==> src/hw/rtl/esc_pkg.sv <==
package esc_pkg;

	// Calendar constants: the epoch year, then periods in seconds.
	localparam logic [11:0] EPOCH_YEAR     = 12'd1970;
	localparam logic [31:0] SECS_PER_DAY   = 32'd86400;
	localparam logic [31:0] SECS_PER_YEAR  = 32'd31536000;
	localparam logic [31:0] SECS_PER_LYEAR = 32'd31622400;
	localparam logic [31:0] SECS_PER_HOUR  = 32'd3600;
	localparam logic [31:0] SECS_PER_MIN   = 32'd60;

	// Month index of December, past which the month walk never goes.
	localparam logic [3:0] LAST_MONTH = 4'd11;

	// Length of a month in seconds; February gains a day in a leap year.
	function automatic logic [31:0] month_secs(input logic [3:0] mon, input logic leap);
		logic [31:0] secs;
		case (mon)
			4'd0, 4'd2, 4'd4, 4'd6, 4'd7, 4'd9, 4'd11: secs = 32'd2678400;
			4'd3, 4'd5, 4'd8, 4'd10: secs = 32'd2592000;
			4'd1: secs = leap ? 32'd2505600 : 32'd2419200;
			default: secs = 32'd2678400;
		endcase
		return secs;
	endfunction

endpackage

==> src/hw/rtl/epoch_seconds_to_calendar_core.sv <==
// Converts a 32-bit count of seconds since 1970-01-01 00:00:00 into year, month, day,
// hour, minute and second, with every year divisible by four taken as a leap year
// (2100 included). One 32-bit compare-and-subtract unit is shared by all steps: it
// strips whole years, then months, days, hours and minutes off the remainder, one
// period per cycle, and what is left is the second. The input is not ready while a
// conversion runs. The result waits in an output register, so a new request is taken
// as soon as the previous result has been moved there.
module epoch_seconds_to_calendar_core (
	input  logic        clk,
	input  logic        arst_n,
	input  logic        s_tvalid,
	output logic        s_tready,
	input  logic [31:0] s_tdata,   // epoch_seconds[31:0]
	output logic        m_tvalid,
	input  logic        m_tready,
	output logic [39:0] m_tdata    // year[11:0], month[15:12], day[20:16], hour[25:21],
	                               // minute[31:26], second[37:32], zero[39:38]
);

	localparam logic [2:0] ST_IDLE   = 3'd0;
	localparam logic [2:0] ST_YEAR   = 3'd1;
	localparam logic [2:0] ST_MONTH  = 3'd2;
	localparam logic [2:0] ST_DAY    = 3'd3;
	localparam logic [2:0] ST_HOUR   = 3'd4;
	localparam logic [2:0] ST_MINUTE = 3'd5;
	localparam logic [2:0] ST_DONE   = 3'd6;

	logic [2:0]  state_q;
	logic [31:0] rem_q;
	logic [11:0] year_q;
	logic [3:0]  mon_q;
	logic [4:0]  day_q;
	logic [4:0]  hour_q;
	logic [5:0]  min_q;
	logic        out_valid_q;
	logic [39:0] out_data_q;

	logic [31:0] sub;
	logic        ge;
	logic [31:0] diff;
	logic        leap;
	logic        out_free;

	assign leap     = (year_q[1:0] == 2'b00);
	assign out_free = !out_valid_q || m_tready;
	assign s_tready = (state_q == ST_IDLE);
	assign m_tvalid = out_valid_q;
	assign m_tdata  = out_data_q;

	// Period subtracted in the current step.
	always_comb begin
		case (state_q)
			ST_YEAR:   sub = leap ? esc_pkg::SECS_PER_LYEAR : esc_pkg::SECS_PER_YEAR;
			ST_MONTH:  sub = esc_pkg::month_secs(mon_q, leap);
			ST_DAY:    sub = esc_pkg::SECS_PER_DAY;
			ST_HOUR:   sub = esc_pkg::SECS_PER_HOUR;
			ST_MINUTE: sub = esc_pkg::SECS_PER_MIN;
			default:   sub = esc_pkg::SECS_PER_MIN;
		endcase
	end

	// The shared compare-and-subtract unit.
	assign ge   = (rem_q >= sub);
	assign diff = rem_q - sub;

	// Sequencer and counters.
	always_ff @(posedge clk or negedge arst_n) begin
		if (!arst_n) begin
			state_q <= ST_IDLE;
		end else begin
			case (state_q)
				ST_IDLE: begin
					if (s_tvalid) begin
						state_q <= ST_YEAR;
					end
				end
				ST_YEAR: begin
					if (!ge) begin
						state_q <= ST_MONTH;
					end
				end
				ST_MONTH: begin
					if (!ge || mon_q == esc_pkg::LAST_MONTH) begin
						state_q <= ST_DAY;
					end
				end
				ST_DAY: begin
					if (!ge) begin
						state_q <= ST_HOUR;
					end
				end
				ST_HOUR: begin
					if (!ge) begin
						state_q <= ST_MINUTE;
					end
				end
				ST_MINUTE: begin
					if (!ge) begin
						state_q <= ST_DONE;
					end
				end
				ST_DONE: begin
					if (out_free) begin
						state_q <= ST_IDLE;
					end
				end
				default: state_q <= ST_IDLE;
			endcase
		end
	end

	// Remainder and field counters; each step either subtracts and counts or moves on.
	always_ff @(posedge clk) begin
		case (state_q)
			ST_IDLE: begin
				rem_q  <= s_tdata;
				year_q <= esc_pkg::EPOCH_YEAR;
				mon_q  <= 4'd0;
				day_q  <= 5'd0;
				hour_q <= 5'd0;
				min_q  <= 6'd0;
			end
			ST_YEAR: begin
				if (ge) begin
					rem_q  <= diff;
					year_q <= year_q + 12'd1;
				end
			end
			ST_MONTH: begin
				if (ge && mon_q != esc_pkg::LAST_MONTH) begin
					rem_q <= diff;
					mon_q <= mon_q + 4'd1;
				end
			end
			ST_DAY: begin
				if (ge) begin
					rem_q <= diff;
					day_q <= day_q + 5'd1;
				end
			end
			ST_HOUR: begin
				if (ge) begin
					rem_q  <= diff;
					hour_q <= hour_q + 5'd1;
				end
			end
			ST_MINUTE: begin
				if (ge) begin
					rem_q <= diff;
					min_q <= min_q + 6'd1;
				end
			end
			default: begin
			end
		endcase
	end

	// Output register valid flag.
	always_ff @(posedge clk or negedge arst_n) begin
		if (!arst_n) begin
			out_valid_q <= 1'b0;
		end else if (state_q == ST_DONE && out_free) begin
			out_valid_q <= 1'b1;
		end else if (m_tready) begin
			out_valid_q <= 1'b0;
		end
	end

	// Output register payload.
	always_ff @(posedge clk) begin
		if (state_q == ST_DONE && out_free) begin
			out_data_q <= {2'b00, rem_q[5:0], min_q, hour_q, day_q + 5'd1,
				mon_q + 4'd1, year_q};
		end
	end

	// A finished conversion leaves less than one minute in the remainder.
	assert property (@(posedge clk) disable iff (!arst_n)
		(state_q == ST_DONE) |-> (rem_q < esc_pkg::SECS_PER_MIN))
		else $error("remainder not below one minute at the end of a conversion");

	// The month walk never passes December.
	assert property (@(posedge clk) disable iff (!arst_n)
		mon_q <= esc_pkg::LAST_MONTH)
		else $error("month index past December");

	// Hours are fully stripped before the minute step.
	assert property (@(posedge clk) disable iff (!arst_n)
		(state_q == ST_MINUTE) |-> (hour_q < 5'd24 && rem_q < esc_pkg::SECS_PER_HOUR))
		else $error("hour step left a full hour");

	// A held result is not overwritten while the sink stalls.
	assert property (@(posedge clk) disable iff (!arst_n)
		(out_valid_q && !m_tready) |=> $stable(out_data_q))
		else $error("pending result changed under stall");

endmodule

==> config.mk <==
export PLATFORM = sky130hd
export DESIGN_NAME = epoch_seconds_to_calendar_core
export DESIGN_NICKNAME = d
export VERILOG_FILES = /design/src/hw/rtl/esc_pkg.sv /design/src/hw/rtl/epoch_seconds_to_calendar_core.sv
export SDC_FILE = /design/constraint.sdc
export NUM_CORES = 1
export LEC_CHECK = 0
export ABC_AREA = 1
export BUFFER_PORTS_ARGS = -buffer_cell sky130_fd_sc_hd__buf_2
export CAP_MARGIN = 20
export CELL_PAD_IN_SITES_DETAIL_PLACEMENT = 1
export CELL_PAD_IN_SITES_GLOBAL_PLACEMENT = 2
export CORE_MARGIN = 1
export CORE_UTILIZATION = 38
export CTS_BUF_LIST = sky130_fd_sc_hd__clkbuf_16
export DETAILED_ROUTE_END_ITERATION = 7
export PLACE_DENSITY = 0.85
export SYNTH_ARGS = -nofsm -noshare
export SYNTH_HDL_FRONTEND = slang
export SYNTH_SLANG_ARGS = --single-unit
==> constraint.sdc <==
create_clock -name clk -period 6.97 [get_ports clk]
set_clock_uncertainty 0.05 [all_clocks]
set_input_delay 0.697 -clock clk [delete_from_list [all_inputs] [get_ports clk]]
set_output_delay 0.697 -clock clk [all_outputs]
set_load 0.01 [all_outputs]
==> load_flow_metrics.sql <==
INSERT INTO impl_metrics (metric_group, metric, value, unit) VALUES
('synthesis', 'synthDistinctLibCells', '41', ''),
('synthesis', 'synth_xor_area_share', '1.656', '%'),
('synthesis', 'synth_area_leader', 'edfxtp_1', ''),
('synthesis', 'syn_avg_cell_area', '8.463', 'µm²'),
('synthesis', 'synthFlopType', 'edfxtp_1', ''),
('placement', 'placement.io_buffers', '75', ''),
('clock_tree', 'cts.htree.levels', '3', ''),
('synthesis', 'post_synth_most_frequent_cells', 'nand2_1, edfxtp_1, inv_1, nor2_1, nand3_1', ''),
('floorplan', 'initial_utilization', '39.39', '%'),
('worst_setup_path', 'crit_top_cell', 'nand2_1', ''),
('floorplan', 'io_pins', '78', ''),
('clock_tree', 'cts_hold_repair.buffers', '0', ''),
('final_layout', 'final_cell_count_without_fillers', '1051', ''),
('floorplan', 'dieArea', '17220', 'µm²'),
('grt', 'largest_net_degree_at_the_start_of_global_routing', '39', ''),
('drt', 'drcViolationCount', '0', ''),
('hold_path', 'tightest_hold_check_type', 'input port to async pin', ''),
('worst_setup_path', 'setup.worst_path.end_class', 'flop', ''),
('synthesis', 'synthesis.area', '6347', 'µm²'),
('drt', 'firstDrtPassIters', '4', ''),
('grt', 'grt.total_usage', '20.35', '%'),
('clock_tree', 'cts-root-to-sink-buffers', '2', ''),
('clock_tree', 'post-cts-setup-buffer-count', '0', ''),
('clock_tree', 'cts_tree', 'done', ''),
('clock_tree', 'cts_resized', '0', ''),
('clock_tree', 'cts-buffers-inserted', '9', ''),
('worst_setup_path', 'critical_path_required', '6.92', 'ns'),
('worst_setup_path', 'worst_setup_path_start_kind', 'flop', ''),
('sta', 'finalSetupViolCount', '0', ''),
('sta', 'clock.fmax', '257.3', 'MHz'),
('grt', 'first_global_vias', '5603', ''),
('synthesis', 'async_reset_ff_share', '3.774', '%'),
('drt', 'drtIter0Drc', '238', ''),
('sta', 'fin_hold_ws', '0.09792', 'ns'),
('synthesis', 'ys_ff_latch', '106', ''),
('run_status', 'outcome', 'complete, no violations', ''),
('drt', 'drt-wirelength-per-cell', '15.95', 'µm'),
('synthesis', 'synth_warnings', '0', ''),
('sta', 'final_cycle_utilization_of_the_critical_path', '55.76', '%'),
('sta', 'tightestPinTransition', '0.6164', 'ns'),
('worst_setup_path', 'sum_of_buffers_and_inverters_on_the_critical_path', '4', ''),
('drt', 'vias_per_cell', '5.006', ''),
('drt', 'detail_route.wirelength', '16760', 'µm'),
('worst_setup_path', 'worstPathCellList', 'inv_1, ha_1, o21ai_0, nand3_1, inv_1, nor2_1, nor3_1, ha_1, nand2_1, inv_1, nand2_1, nor2_1, nand2_1, nand3_1, nand2_1, nand2_2, a21oi_1, nor2_2, buf_4', ''),
('clock_tree', 'clkLatencyLatePin', '0.35', 'ns'),
('final_layout', 'num-nets-final', '897', ''),
('worst_setup_path', 'critical_path.top_delay_family', 'simple AND/OR/NAND/NOR gates', ''),
('synthesis', 'syn-instance-count', '750', ''),
('final_layout', 'antenna-diode-count', '0', ''),
('synthesis', 'netlist.area_leader.share', '48.26', '%'),
('synthesis', 'combinational_family_with_the_most_area_after_synthesis', 'simple AND/OR/NAND/NOR gates', ''),
('worst_setup_path', 'criticalPathCategory', 'flop to flop', ''),
('worst_setup_path', 'r2r_slack', '3.08', 'ns'),
('worst_setup_path', 'worst_ep_arrival_time', '3.84', 'ns'),
('final_layout', 'fillCellCount', '1982', ''),
('floorplan', 'std_cell_rows', '46', ''),
('synthesis', 'yosysMostFrequentCell', 'nand2_1', ''),
('floorplan', 'placeableCoreArea', '16120', 'µm²'),
('synthesis', 'seq_area_frac_synth', '49.83', '%'),
('sta', 'final_hold_viol_count', '0', ''),
('clock_tree', 'cts_sinks', '106', ''),
('synthesis', 'share_of_the_synthesized_area_in_compound_gates_ao_oa_aoi_oai', '7.392', '%'),
('synthesis', 'synth_fa_ha_area_share', '6.229', '%'),
('floorplan', 'floorplan.die.width', '131.2', 'µm'),
('synthesis', 'synth_simple_gate_area_share', '27.79', '%'),
('final_layout', 'area_delta_synth_final', '14.31', '%'),
('grt', 'global_route.overflow_total', '0', ''),
('grt', 'global_route_wire_length_before_repair', '27930', 'µm'),
('synthesis', 'ys_top_cells_by_area', 'edfxtp_1, nand2_1, ha_1', ''),
('sta', 'finalMaxSlewViolations', '0', ''),
('clock_tree', 'clk_pin_slew', '0.07', 'ns');
## kinds of logic (layout without fill, tap and decap cells)
kind of cell	count (synthesis)	in the layout
and+or+nand+nor	405	405
adders and majority gates	31	31
DFF	106	106
xor gates and xnor gates	12	12
other	1	2
AOI/OAI and AO/OA	85	85
buffers and inverters	110	194
## final timing paths
kind | start | to | depth (start not counted)
worst max-delay path | mon_q[0] | rem_q[25] | 19
max in group asynchronous | arst_n | state_q[2] | 1
worst min register to register | year_q[3] | m_tdata[3] | 0
worst max register to register | mon_q[0] | rem_q[25] | 19
worst min-delay path | arst_n | state_q[1] | 1
min in group clk | year_q[3] | m_tdata[3] | 0
## flip-flops by register name, summed over array words and instances (netlist names)
signal and count:
mon_q 4, rem_q 32, min_q 6, state_q 3, hour_q 5, m_tdata 38
m_tvalid 1, year_q 12, day_q 5
## stage by stage
step	util, %	setup slack (ns)	area (µm²)
after detailed placement	43.12	3.038	6949
final	45.02	3.083	7256
after CTS	44.85	3.012	7228
after floorplan	-	2.720	6351
after global routing	45.02	2.731	7256
after global placement	43.12	3.156	6949
## cells in the final DEF, fill, tap and decap left out, drive strengths merged, types with 4 or more instances in the layout
master    n
nand2   202
inv     105
edfxtp  102
nor2    100
buf      77
nand3    62
a21oi    42
ha       30
o21ai    28
nor3     16
or2      11
nand4    10
clkbuf    9
xor2      7
o21bai    6
xnor2     5
dfrtp     4
## area by class of cell
cell class	count	area (µm²)	area share (%)
repair buffers	77	410.4	5.656
clock buffers	9	225.2	3.104
well taps	216	270.3	3.725
inverters	101	381.6	5.260
clock inverters	7	53.80	0.7415
flip-flops and latches	106	3163	43.59
multi-input cells	535	2751	37.92
## routing by layer
metal | part of all wire [%] | up-vias | GRT usage (%)
met4 | 1.1 | 0 | 3.987
li1 | - | 2642 | -
met2 | 51 | 68 | 37.47
met5 | 0 | - | 0
met1 | 46 | 2541 | 25.02
met3 | 2.4 | 10 | 3.048
Power is not shown: default switching activity piles up to over one toggle a cycle in this logic, so the estimate is an artifact.
